<file path="src/design/rsfa_pkg.sv">
`default_nettype none
// ----------------------------------------------------------------------------
// Region statistics package
// Shared constants, types and helper functions of the region surface
// feature accumulator.
// ----------------------------------------------------------------------------
package rsfa_pkg;

  localparam int MAX_REGIONS = 64;
  localparam int HIST_SIDE   = 11;
  localparam int COORD_BITS  = 12;

  localparam int HALF_SIDE  = (HIST_SIDE - 1) / 2;
  localparam int NBINS      = HIST_SIDE * HIST_SIDE;
  localparam int HIST_DEPTH = MAX_REGIONS * NBINS;
  localparam int REGION_W   = (MAX_REGIONS > 1) ? $clog2(MAX_REGIONS) : 1;
  localparam int BIN_W      = $clog2(NBINS);
  localparam int BIG_W      = $clog2(NBINS + 1);
  localparam int AXIS_W     = $clog2(HIST_SIDE);
  localparam int HADDR_W    = $clog2(HIST_DEPTH);

  localparam int LABEL_W  = 7;
  localparam int PIX_W    = 12;
  localparam int VEC_W    = 16;
  localparam int CNT_W    = 20;
  localparam int SUM_W    = 36;
  localparam int B2_W     = COORD_BITS + 1;
  localparam int WIDX_W   = 5;
  localparam int WORD_W   = 49;
  localparam int MODE_W   = 6;
  localparam int QUO_W    = 18;
  localparam int DIV_QB   = 17;
  localparam int RATIO_W  = CNT_W + 8;

  localparam logic [CNT_W-1:0] COUNT_MAX = '1;
  localparam int BIN_RATIO      = 200;
  localparam int PLANAR_LIMIT   = 8;
  localparam int CURVED1D_LIMIT = 20;
  localparam int BOX2_HI        = (2 ** COORD_BITS) - 1;
  localparam int BOX2_LO        = -(2 ** COORD_BITS);

  localparam int MODE_HIST = 0;
  localparam int MODE_CURV = 1;
  localparam int MODE_MNRM = 2;
  localparam int MODE_MPOS = 3;
  localparam int MODE_BOX3 = 4;
  localparam int MODE_BOX2 = 5;
  localparam logic [MODE_W-1:0] MODE_RESET = 6'd63;

  localparam logic ACT_ACCUM = 1'b0;
  localparam logic ACT_READ  = 1'b1;

  localparam logic [WIDX_W-1:0] W_COUNT   = 5'd0;
  localparam logic [WIDX_W-1:0] W_MEAN_N0 = 5'd1;
  localparam logic [WIDX_W-1:0] W_MEAN_P0 = 5'd4;
  localparam logic [WIDX_W-1:0] W_MEAN_P2 = 5'd6;
  localparam logic [WIDX_W-1:0] W_B3MIN0  = 5'd7;
  localparam logic [WIDX_W-1:0] W_B3MAX0  = 5'd10;
  localparam logic [WIDX_W-1:0] W_B2MIN_X = 5'd13;
  localparam logic [WIDX_W-1:0] W_B2MIN_Y = 5'd14;
  localparam logic [WIDX_W-1:0] W_B2MAX_X = 5'd15;
  localparam logic [WIDX_W-1:0] W_B2MAX_Y = 5'd16;
  localparam logic [WIDX_W-1:0] W_CLASS   = 5'd17;
  localparam logic [WIDX_W-1:0] W_VOLUME  = 5'd18;

  localparam logic [1:0] CLS_UNDEF    = 2'd0;
  localparam logic [1:0] CLS_PLANAR   = 2'd1;
  localparam logic [1:0] CLS_CURVED1D = 2'd2;
  localparam logic [1:0] CLS_CURVED2D = 2'd3;

  typedef struct packed {
    logic [CNT_W-1:0]            count;
    logic [2:0][SUM_W-1:0]       nsum;
    logic [2:0][SUM_W-1:0]       psum;
    logic [2:0][VEC_W-1:0]       b3min;
    logic [2:0][VEC_W-1:0]       b3max;
    logic [1:0][B2_W-1:0]        b2min;
    logic [1:0][B2_W-1:0]        b2max;
  } rstate_t;

  typedef struct packed {
    logic                        action;
    logic [REGION_W-1:0]         region;
    logic [BIN_W-1:0]            bin;
    logic [1:0][COORD_BITS-1:0]  pix;
    logic [2:0][VEC_W-1:0]       nrm;
    logic [2:0][VEC_W-1:0]       pos;
  } qent_t;

  typedef enum logic [3:0] {
    BS_INIT, BS_IDLE, BS_ACC, BS_RO_LAT, BS_WALK, BS_WALK_END,
    BS_WORD, BS_DIV, BS_MUL, BS_EMIT, BS_CLR
  } bstate_t;

  function automatic rstate_t rstate_reset();
    rstate_t r;
    r = '0;
    for (int i = 0; i < 3; i++) begin
      r.b3min[i] = 16'h7FFF;
      r.b3max[i] = 16'h8000;
    end
    for (int i = 0; i < 2; i++) begin
      r.b2min[i] = B2_W'(BOX2_HI);
      r.b2max[i] = B2_W'(BOX2_LO);
    end
    return r;
  endfunction

  function automatic logic [AXIS_W-1:0] hist_axis(input logic signed [VEC_W-1:0] v);
    logic signed [23:0] t;
    logic [23:0] u;
    t = 24'(v) * 24'(HALF_SIDE) + 24'(HALF_SIDE * 16384);
    u = (24'(t) + 24'd8192) >> 14;
    if (t < 0) begin
      return '0;
    end else if (u > 24'(HIST_SIDE - 1)) begin
      return AXIS_W'(HIST_SIDE - 1);
    end
    return AXIS_W'(u);
  endfunction

endpackage
`default_nettype wire

</file>
<file path="src/design/rsfa_queue.sv">
`default_nettype none
// ----------------------------------------------------------------------------
// Region statistics request queue
// Two-entry queue that decouples the front end from the back end.
// ----------------------------------------------------------------------------
module rsfa_queue (
  input  wire logic            clk,
  input  wire logic            rst_n,
  input  wire logic            push,
  input  wire rsfa_pkg::qent_t push_data,
  input  wire logic            pop,
  output logic                 full,
  output logic                 valid,
  output rsfa_pkg::qent_t      head
);

  rsfa_pkg::qent_t ent_r [2];
  logic            wp_r;
  logic            wp_nxt;
  logic            rp_r;
  logic            rp_nxt;
  logic [1:0]      cnt_r;
  logic [1:0]      cnt_nxt;

  always_comb begin
    full = (cnt_r == 2'd2);
    valid = (cnt_r != 2'd0);
    head = ent_r[rp_r];
    wp_nxt = push ? !wp_r : wp_r;
    rp_nxt = pop ? !rp_r : rp_r;
    cnt_nxt = cnt_r + 2'(push) - 2'(pop);
  end

  always_ff @(posedge clk) begin
    if (!rst_n) begin
      wp_r <= 1'b0;
      rp_r <= 1'b0;
      cnt_r <= 2'd0;
    end else begin
      wp_r <= wp_nxt;
      rp_r <= rp_nxt;
      cnt_r <= cnt_nxt;
    end
  end

  always_ff @(posedge clk) begin
    if (push) begin
      ent_r[wp_r] <= push_data;
    end
  end

endmodule
`default_nettype wire

</file>
<file path="config.mk">
export PLATFORM = sky130hd
export DESIGN_NAME = rsfa_queue
export DESIGN_NICKNAME = d
export VERILOG_FILES = /design/src/design/rsfa_pkg.sv /design/src/design/rsfa_queue.sv
export SDC_FILE = /design/constraint.sdc
export NUM_CORES = 1
export LEC_CHECK = 0
export BUFFER_PORTS_ARGS = -buffer_cell sky130_fd_sc_hd__buf_2
export CORE_UTILIZATION = 40
export DETAILED_ROUTE_END_ITERATION = 16
export PLACE_DENSITY = 0.72
export SLEW_MARGIN = 20
export SYNTH_ARGS = -nofsm -noshare
export SYNTH_HDL_FRONTEND = slang
export SYNTH_SLANG_ARGS = --single-unit
</file>
<file path="constraint.sdc">
create_clock -name clk -period 17.33 [get_ports clk]
set_clock_uncertainty 0.1 [all_clocks]
set_input_delay 3.466 -clock clk [delete_from_list [all_inputs] [get_ports clk]]
set_output_delay 3.466 -clock clk [all_outputs]
set_load 0.005 [all_outputs]
</file>
==> summary.md <==
| Metric | Value |
|---|---|
| TritonCTS buffer count | 27 |
| RSZ-0062 raised after global routing | false |
| Design area | 0.01273 mm^2 |
| Commonest non-fill, non-tap cells in the layout | 273 x buf_2, 268 x edfxtp_1, 74 x mux2_2 |
| Initial DRC count | around 230 |
| Net count after synthesis | roughly 580 |
| Synth Area in Compound Gates | less than 1% |
| Period Utilization, post-route | between 30% and 40% |
| Placed cell count | roughly 1,000 |
| Setup bufs post-CTS | 0 |
| Total die area | 0.02598 mm^2 |
| Synthesized area per cell | about 23 um^2 |
| Cts repair resizes | 0 |
| Post-synth top area share | between 70 and 80% |
| Slew Limit Headroom | a little under a third |
| Worst-Margin Slew | around 1000 ps |
| Largest family of logic cells by synthesized area | multiplexers |
| Root Buffer Master | clkbuf_16 |
| Die Wd | 161.2 um |
| I/O Buffers | roughly 270 |
| Hpwl dp | around 11 mm |
| Final #Nets | 870 |
| Setup TNS | 0 ps |
| Simple-gate share of the synthesized area | less than 1% |
| Post-Syn Area | roughly 0.010 mm^2 |
| Crit Path Class | register to output pin |
| Leak Pwr | ~4.9 nW |
| Setup crit end kind | output pin |
| Dpl cell area | 0.01183 mm^2 |
| Slowest-stage cell, CP | buf_4 |
| Initial core utilization | a little over 40% |
| Max incr delay on CP | 790 ps |
| Hold Worst Slack | 479.3 ps |
| Delay-heaviest family, CP | buffers and inverters |
| Row count | between 50 and 60 |
| Final wirelength | around 18 mm |
| Vias in the first global route | around 5,100 |
| CP Cell Sequence | buf_4 -> mux2_2 -> buf_2 |
| Power Dens Cells | around 120 mW/mm^2 |
| Post-route ant nets | 0 |
| CP Launch Type | register |
| CP required | approximately 14,000 ps |
| Initial antenna violation count | 1 |
| Arrival time at the worst endpoint | approximately 2400 ps |
| DR DRC count | 0 |
| Layout cells sized above 1 | roughly 60% |
| Final Slew Violations | 0 |
| Core Box Area | about 0.025 mm^2 |
| Worst min-delay path class | register to register |
| Skew-Pair Late Insertion Delay | around 500 ps |
| RePlAce Congestion | between 0.6 and 0.7 |
| Max cap viols | 0 |
| Final Power | between 1 and 1.5 mW |
| Synth area leaders | edfxtp_1 79%, mux2_4 8.9%, mux2_2 8.2% |
| GRT Residual Overflow | 0 |
| Post-synthesis cell count | between 400 and 500 |
| DR top layer | met4 |
| Largest net degree at the start of global routing | 73 |
| Metal-1 WL | 6.967 mm |
| Worst-path clk slew | ~60 ps |
| Synth area leader | edfxtp_1 |
| FILL cells | 2,006 |
| Wire length on met2 | about 8.7 mm |
| Wire per inst | ~16 um |
| Final setup viols | 0 |
| Die Height | approximately 160 um |
| VDD IR max | roughly 89 uV |
| DR vias | 4,934 |
| Period minus WS final | between 5000 and 6000 ps |
| Synth warn | 0 |
| Metal3 WL | roughly 1.6 mm |
| CP bufs+invs | 2 |
| Crit Path Max Fanout | 60 |
| Fin cells | between 1,000 and 1,500 |
| Tot GR Track Use | 13.10% |
| Hold buffer count at cts | 0 |
| Sequential area share after synthesis | about four fifths |
| # H-tree levels | 1 |
| I/O pin cnt | between 200 and 300 |
| Hold Fails Final Rpt | 0 |
| Mux cell area share after synthesis | 17.11% |
| Vias per cell | roughly 4.6 |
| CTS tree | yes |
| Fmax | between 150 and 200 MHz |
| Status | complete, no violations |
| Distinct cells, synth | 14 |
| Most common cell after layout, fill and taps aside | buf_2 |
| Global-route wire length before repair | 26.53 mm |
| Seq cells post-synth | 273 |
| Sink Count | 273 |
| Adder-cell share of the synthesized area | less than 1% |
| DRT Pass-1 Iters | 5 |
| Area growth syn-to-layout | 25.59% |
| Maximum root-to-sink buffer count | 3 |
| Post-synthesis xor/xnor area fraction | less than 1% |
==> Yosys cell counts, drive strengths merged <==
library cell  number
and2               4
buf               15
dfxtp              5
edfxtp           268
ha                 2
inv                2
mux2             134
nor2b              4
o21a               1
or2                1
xnor3              1
xor2               1
==> worst paths after layout <==
path / start / slack, ps / cells past startpoint / end
worst max-delay path: register / 11400 / 3 / head[5]
worst min-delay path: rp_r / 480 / 2 / register
worst min register to register: rp_r / 480 / 2 / register
worst max register to register: wp_r / 14500 / 3 / ent_r[0][87]
==> cell type report <==
type	instances	area, um^2	area share (%)
Sequential cell	273	8152	64.04
Multi-Input combinational cell	148	1864	14.65
Timing Repair Buffer	278	1404	11.03
Clock buffer	34	701.9	5.515
Tap cell	324	405.4	3.185
Clock inverter	14	191.4	1.504
Inverter	2	7.507	0.05898
Antenna cell	1	2.502	0.01966
==> cells by family after synthesis <==
| kind of cell | Yosys count |
|---|---|
| buffers and inverters | 17 |
| AOI/OAI and AO/OA | 1 |
| DFF | 273 |
| adders and majority gates | 2 |
| xor gates and xnor gates | 2 |
| muxes | 134 |
| and+or+nand+nor | 9 |
==> registers in the layout, indices dropped and copies added (netlist names), named ones only <==
name and flops:
wp_r 1, ent_r 268, cnt_r 2, rp_r 1
==> stage by stage <==
stage	worst slack [ps]	util, %
2_1_floorplan	7284	-
3_3_place_gp	11130	48.09
3_5_place_dp	11140	48.09
4_1_cts	11320	51.72
5_1_grt	11240	51.72
6_report	11400	51.73
==> worst min-delay path, delay by kind of cell, from the launching register on <==
family | cells | cell delay [ps]
flip-flops | 1 | 320
AND/OR/NAND/NOR | 1 | 140
XOR/XNOR | 1 | 70
==> metal layers <==
layer	vias up	track usage [%]
li1	2334	-
met1	2397	15.57
met2	180	22.28
met3	23	4.648
met4	0	4.031
met5	-	0
==> where the power goes <==
group / total [mW] / switching (mW) / internal [mW]
clock: 0.583 / 0.224 / 0.359
combinational: 0.144 / 0.0651 / 0.0789
sequential: 0.773 / 0.00887 / 0.764
total: 1.50 / 0.298 / 1.20
(Power assumes the default switching activity.)
