### src/design/rsfa_pkg.sv
`default_nettype none
// ----------------------------------------------------------------------------
// Region statistics package
// Shared constants, types and helper functions of the region surface
// feature accumulator.
// ----------------------------------------------------------------------------
package rsfa_pkg;

  localparam int MAX_REGIONS = 64;
  localparam int HIST_SIDE   = 11;
  localparam int COORD_BITS  = 12;

  localparam int HALF_SIDE  = (HIST_SIDE - 1) / 2;
  localparam int NBINS      = HIST_SIDE * HIST_SIDE;
  localparam int HIST_DEPTH = MAX_REGIONS * NBINS;
  localparam int REGION_W   = (MAX_REGIONS > 1) ? $clog2(MAX_REGIONS) : 1;
  localparam int BIN_W      = $clog2(NBINS);
  localparam int BIG_W      = $clog2(NBINS + 1);
  localparam int AXIS_W     = $clog2(HIST_SIDE);
  localparam int HADDR_W    = $clog2(HIST_DEPTH);

  localparam int LABEL_W  = 7;
  localparam int PIX_W    = 12;
  localparam int VEC_W    = 16;
  localparam int CNT_W    = 20;
  localparam int SUM_W    = 36;
  localparam int B2_W     = COORD_BITS + 1;
  localparam int WIDX_W   = 5;
  localparam int WORD_W   = 49;
  localparam int MODE_W   = 6;
  localparam int QUO_W    = 18;
  localparam int DIV_QB   = 17;
  localparam int RATIO_W  = CNT_W + 8;

  localparam logic [CNT_W-1:0] COUNT_MAX = '1;
  localparam int BIN_RATIO      = 200;
  localparam int PLANAR_LIMIT   = 8;
  localparam int CURVED1D_LIMIT = 20;
  localparam int BOX2_HI        = (2 ** COORD_BITS) - 1;
  localparam int BOX2_LO        = -(2 ** COORD_BITS);

  localparam int MODE_HIST = 0;
  localparam int MODE_CURV = 1;
  localparam int MODE_MNRM = 2;
  localparam int MODE_MPOS = 3;
  localparam int MODE_BOX3 = 4;
  localparam int MODE_BOX2 = 5;
  localparam logic [MODE_W-1:0] MODE_RESET = 6'd63;

  localparam logic ACT_ACCUM = 1'b0;
  localparam logic ACT_READ  = 1'b1;

  localparam logic [WIDX_W-1:0] W_COUNT   = 5'd0;
  localparam logic [WIDX_W-1:0] W_MEAN_N0 = 5'd1;
  localparam logic [WIDX_W-1:0] W_MEAN_P0 = 5'd4;
  localparam logic [WIDX_W-1:0] W_MEAN_P2 = 5'd6;
  localparam logic [WIDX_W-1:0] W_B3MIN0  = 5'd7;
  localparam logic [WIDX_W-1:0] W_B3MAX0  = 5'd10;
  localparam logic [WIDX_W-1:0] W_B2MIN_X = 5'd13;
  localparam logic [WIDX_W-1:0] W_B2MIN_Y = 5'd14;
  localparam logic [WIDX_W-1:0] W_B2MAX_X = 5'd15;
  localparam logic [WIDX_W-1:0] W_B2MAX_Y = 5'd16;
  localparam logic [WIDX_W-1:0] W_CLASS   = 5'd17;
  localparam logic [WIDX_W-1:0] W_VOLUME  = 5'd18;

  localparam logic [1:0] CLS_UNDEF    = 2'd0;
  localparam logic [1:0] CLS_PLANAR   = 2'd1;
  localparam logic [1:0] CLS_CURVED1D = 2'd2;
  localparam logic [1:0] CLS_CURVED2D = 2'd3;

  typedef struct packed {
    logic [CNT_W-1:0]            count;
    logic [2:0][SUM_W-1:0]       nsum;
    logic [2:0][SUM_W-1:0]       psum;
    logic [2:0][VEC_W-1:0]       b3min;
    logic [2:0][VEC_W-1:0]       b3max;
    logic [1:0][B2_W-1:0]        b2min;
    logic [1:0][B2_W-1:0]        b2max;
  } rstate_t;

  typedef struct packed {
    logic                        action;
    logic [REGION_W-1:0]         region;
    logic [BIN_W-1:0]            bin;
    logic [1:0][COORD_BITS-1:0]  pix;
    logic [2:0][VEC_W-1:0]       nrm;
    logic [2:0][VEC_W-1:0]       pos;
  } qent_t;

  typedef enum logic [3:0] {
    BS_INIT, BS_IDLE, BS_ACC, BS_RO_LAT, BS_WALK, BS_WALK_END,
    BS_WORD, BS_DIV, BS_MUL, BS_EMIT, BS_CLR
  } bstate_t;

  function automatic rstate_t rstate_reset();
    rstate_t r;
    r = '0;
    for (int i = 0; i < 3; i++) begin
      r.b3min[i] = 16'h7FFF;
      r.b3max[i] = 16'h8000;
    end
    for (int i = 0; i < 2; i++) begin
      r.b2min[i] = B2_W'(BOX2_HI);
      r.b2max[i] = B2_W'(BOX2_LO);
    end
    return r;
  endfunction

  function automatic logic [AXIS_W-1:0] hist_axis(input logic signed [VEC_W-1:0] v);
    logic signed [23:0] t;
    logic [23:0] u;
    t = 24'(v) * 24'(HALF_SIDE) + 24'(HALF_SIDE * 16384);
    u = (24'(t) + 24'd8192) >> 14;
    if (t < 0) begin
      return '0;
    end else if (u > 24'(HIST_SIDE - 1)) begin
      return AXIS_W'(HIST_SIDE - 1);
    end
    return AXIS_W'(u);
  endfunction

endpackage
`default_nettype wire

### src/design/rsfa_front.sv
`default_nettype none
// ----------------------------------------------------------------------------
// Region statistics front end
// Accepts requests, drops those without a region and computes the region
// number and histogram bin before queueing.
// ----------------------------------------------------------------------------
module rsfa_front (
  input  wire logic                        in_valid,
  output logic                             in_ready,
  input  wire logic                        in_action,
  input  wire logic [rsfa_pkg::LABEL_W-1:0] in_label,
  input  wire logic [rsfa_pkg::PIX_W-1:0]  in_pix_x,
  input  wire logic [rsfa_pkg::PIX_W-1:0]  in_pix_y,
  input  wire logic signed [rsfa_pkg::VEC_W-1:0] in_normal_x,
  input  wire logic signed [rsfa_pkg::VEC_W-1:0] in_normal_y,
  input  wire logic signed [rsfa_pkg::VEC_W-1:0] in_normal_z,
  input  wire logic signed [rsfa_pkg::VEC_W-1:0] in_pos_x,
  input  wire logic signed [rsfa_pkg::VEC_W-1:0] in_pos_y,
  input  wire logic signed [rsfa_pkg::VEC_W-1:0] in_pos_z,
  input  wire logic                        q_full,
  input  wire logic                        init_busy,
  output logic                             push,
  output rsfa_pkg::qent_t                  push_data
);

  logic                          lbl_ok;
  logic [rsfa_pkg::AXIS_W-1:0]   ix;
  logic [rsfa_pkg::AXIS_W-1:0]   iy;

  always_comb begin
    lbl_ok = (in_label != '0) && (in_label <= rsfa_pkg::LABEL_W'(rsfa_pkg::MAX_REGIONS));
    in_ready = !q_full && !init_busy;
    push = in_valid && in_ready && lbl_ok;
    ix = rsfa_pkg::hist_axis(in_normal_x);
    iy = rsfa_pkg::hist_axis(in_normal_y);
    push_data.action = in_action;
    push_data.region = rsfa_pkg::REGION_W'(in_label - rsfa_pkg::LABEL_W'(1));
    push_data.bin = rsfa_pkg::BIN_W'(ix * rsfa_pkg::HIST_SIDE + iy);
    push_data.pix[0] = in_pix_x[rsfa_pkg::COORD_BITS-1:0];
    push_data.pix[1] = in_pix_y[rsfa_pkg::COORD_BITS-1:0];
    push_data.nrm[0] = in_normal_x;
    push_data.nrm[1] = in_normal_y;
    push_data.nrm[2] = in_normal_z;
    push_data.pos[0] = in_pos_x;
    push_data.pos[1] = in_pos_y;
    push_data.pos[2] = in_pos_z;
  end

endmodule
`default_nettype wire

### config.mk
export PLATFORM = sky130hd
export DESIGN_NAME = rsfa_front
export DESIGN_NICKNAME = d
export VERILOG_FILES = /design/src/design/rsfa_pkg.sv /design/src/design/rsfa_front.sv
export SDC_FILE = /design/constraint.sdc
export NUM_CORES = 1
export LEC_CHECK = 0
export BUFFER_PORTS_ARGS = -buffer_cell sky130_fd_sc_hd__buf_2
export CAP_MARGIN = 0
export CORE_AREA = 2 2 104 106
export DETAILED_ROUTE_END_ITERATION = 16
export DIE_AREA = 0 0 106 108
export PLACE_DENSITY = 0.71
export SLEW_MARGIN = 20
export SYNTH_ARGS = -nofsm -noshare
export SYNTH_HDL_FRONTEND = slang
export SYNTH_SLANG_ARGS = --single-unit
### constraint.sdc
create_clock -name vclk -period 17
set_input_delay 5.1 -clock vclk [all_inputs]
set_output_delay 5.1 -clock vclk [all_outputs]
set_load 0.05 [all_outputs]
==> metrics.md <==
| Metric | Value |
|---|---|
| Placed Instance Area | `3311 sq um` |
| Final setup fails | `0` |
| Post-route cell area | `3311 sq um` |
| Post-synth top area share | `30.34%` |
| Min Tclk post-route | `16.37 ns` |
| Critical Path RT | `11.90 ns` |
| Netlist Area Pre-Place | `3628 sq um` |
| Switching power | `0.1713 mW` |
| Worst setup EP type | `primary output` |
| FF+latch count | `0` |
| Die area | `11450 sq um` |
| Multi-input gate area | `2609 sq um` |
| Tightest Pin Transition | `0.4890 ns` |
| Max Cap Viol | `0` |
| CP Class | `primary input to primary output` |
| Die height | `108 microns` |
| Post-Syn Nets | `670` |
| Crit path max fanout | `5` |
| I/O pins | `267` |
| Drt first pass iters | `4` |
| Largest net degree at the start of global routing | `12` |
| Max transition margin | `67.40%` |
| Synth area leader | `ha_1` |
| 1st-iter DRT viols | `62` |
| Yosys warnings | `0` |
| FMAX | `61.08 MHz` |
| Vias in the first global route | `2834` |
| Sequential area share after synthesis | `0%` |
| Gr ovfl total | `0` |
| Share of layout cells above drive strength 1 | `24.88%` |
| First-pass GRT wire length | `12010 microns` |
| Nets@finish | `636` |
| Initial Util | `35.47%` |
| Clock power frac | `0%` |
| Internal Power | `0.09354 mW` |
| IO buf count | `89` |
| PD cells | `80.01 nW/um^2` |
| RSZ-0062 raised after global routing | `false` |
| Std-Cell Rows | `37` |
| Hold WS | `10.20 ns` |
| Mapped Cells | `442` |
| Area overhead of the layout relative to synthesis | `-8.758%` |
| P_leak | `1.759 nW` |
| Hold Crit Start | `in_pos_y[2]` |
| Critical Path Source Type | `primary input` |
| Synth top area cells | `ha_1, buf_4, fa_1` |
| Antenna cell count | `0` |
| Core footprint | `10230 sq um` |
| Routability cong. | `0.8251` |
| Setup_tns | `0 ns` |
| Layout fillers | `1076` |
| Outcome | `completed` |
| Post-synthesis cell type count | `60` |
| Post-CTS Setup Bufs | `0` |
| DRC viols | `0` |
| Post-CTS Resized | `0` |
| Total Routed Length | `7190 microns` |
| Antenna-violating nets left | `0` |
| Number of vias per cell | `5.170` |
| Max IR drop VDD | `0.04186 mV` |
| All-layer global routing usage | `12.08%` |
| Hold/Removal Path Class | `primary input to primary output` |
| Hold buffer count at cts | `0` |
| Comb power frac | `100.0%` |
| Final HPWL DP | `6326 microns` |
| Initial antenna violation count | `0` |
| Die Wd | `106 microns` |
| Sequential Power Share | `0%` |
| Mapped Avg Cell Area | `8.209 sq um` |
| Detailed-route via count | `2802` |
| Final hold vios | `0` |
| Clock buf count | `0` |
| Sw Share | `64.69%` |
| Register area | `0 sq um` |
| Fin crit share | `96.30%` |
| Critical Path AT | `11.27 ns` |
| Max-slew violations | `0` |
| Final Util | `32.36%` |
| Crit path from | `in_normal_x[7]` |
| Avg WL per Cell | `13.27 microns` |
==> Yosys cell counts, drive strengths merged, types with 4 or more instances <==
master  instances
nand2          14
nor3            8
ha             88
buf           124
xnor2          18
nand2b          4
a21oi          22
xor2            8
o21a            5
inv            23
o21ai          16
nand3          10
nand4           4
fa              9
a21o            6
nor2           18
and3            5
==> routing by layer <==
layer | vias up | GRT usage [%] | wire (microns)
met5 | - | 0 | 0
met4 | 0 | 2.820 | 159
met3 | 22 | 2.893 | 517
met2 | 133 | 21.98 | 3458
met1 | 1267 | 14.38 | 3054
li1 | 1380 | - | -
==> worst paths after layout <==
check / slack, ns / endpoint / depth (start not counted)
min: 10.20 / push_data[18] / 0
max: 0.63 / push_data[126] / 26
==> placed cells by master, fill, tap and decap left out, types with 3 or more instances in the layout <==
cell type	Yosys	routed
a21o_1	6	6
mux2_2	3	3
and3_1	5	5
and4_1	3	3
xnor2_1	18	18
inv_1	23	23
buf_2	2	89
xor2_1	8	8
ha_1	88	88
a21oi_1	22	22
fa_1	9	9
nand3_1	10	10
nor4_1	3	3
nand2b_1	4	4
o211ai_1	3	3
nand4_1	4	4
o21a_1	5	5
nand2_1	14	14
mux2i_1	3	3
or3_1	3	3
nor2_1	18	18
nor3_1	6	6
a21boi_0	3	3
o21ai_0	14	14
==> cells by family (layout without fill, tap and decap cells) <==
logic type	Yosys count	in the layout	synth area share (%)
xor gates and xnor gates	27	27	6.897
AOI/OAI and AO/OA	78	78	14.69
adders and majority gates	98	98	35.59
and+or+nand+nor	85	85	12.97
buffers and inverters	148	112	28.10
muxes	6	6	1.759
==> power by group through the flow <==
stage	registers, mW	logic (mW)	clock network [mW]
2_1_floorplan	0	0.273	0
3_3_place_gp	0	0.258	0
3_5_place_dp	0	0.266	0
4_1_cts	0	0.267	0
5_1_grt	0	0.294	0
6_report	0	0.265	0
==> area by class of cell <==
class	instances	area share, %
Multi-Input combinational cell	294	78.80
Timing Repair Buffer	89	13.45
Tap cell	136	5.140
Inverter	23	2.608
==> critical path: stages <==
cell and delay (ns):
buf_2 0.11, ha_1 0.29, ha_1 0.30, ha_1 0.34, a211o_1 0.31, a221oi_2 0.27, o31ai_1 0.19, a21oi_1 0.21
xnor2_1 0.14, ha_1 0.27, xnor3_1 0.50, a21oi_1 0.18, a32oi_1 0.13, nor4_1 0.49, ha_1 0.19, inv_1 0.05
fa_1 0.59, inv_1 0.06, ha_1 0.28, a21o_1 0.17, a21oi_1 0.23, o21bai_1 0.10, a21oi_1 0.17, xnor2_1 0.15
xnor2_1 0.14, buf_2 0.28
==> per-stage QoR <==
step,std cells,power (mW),worst slack (ns)
after CTS,542,0.2669,0.6053
after global placement,542,0.2580,0.9183
final,542,0.2649,0.6291
after detailed placement,542,0.2657,0.6154
after floorplan,442,0.2727,0.9220
after global routing,542,0.2935,0.1889
No activity file was read; power rests on OpenSTA's default activity.
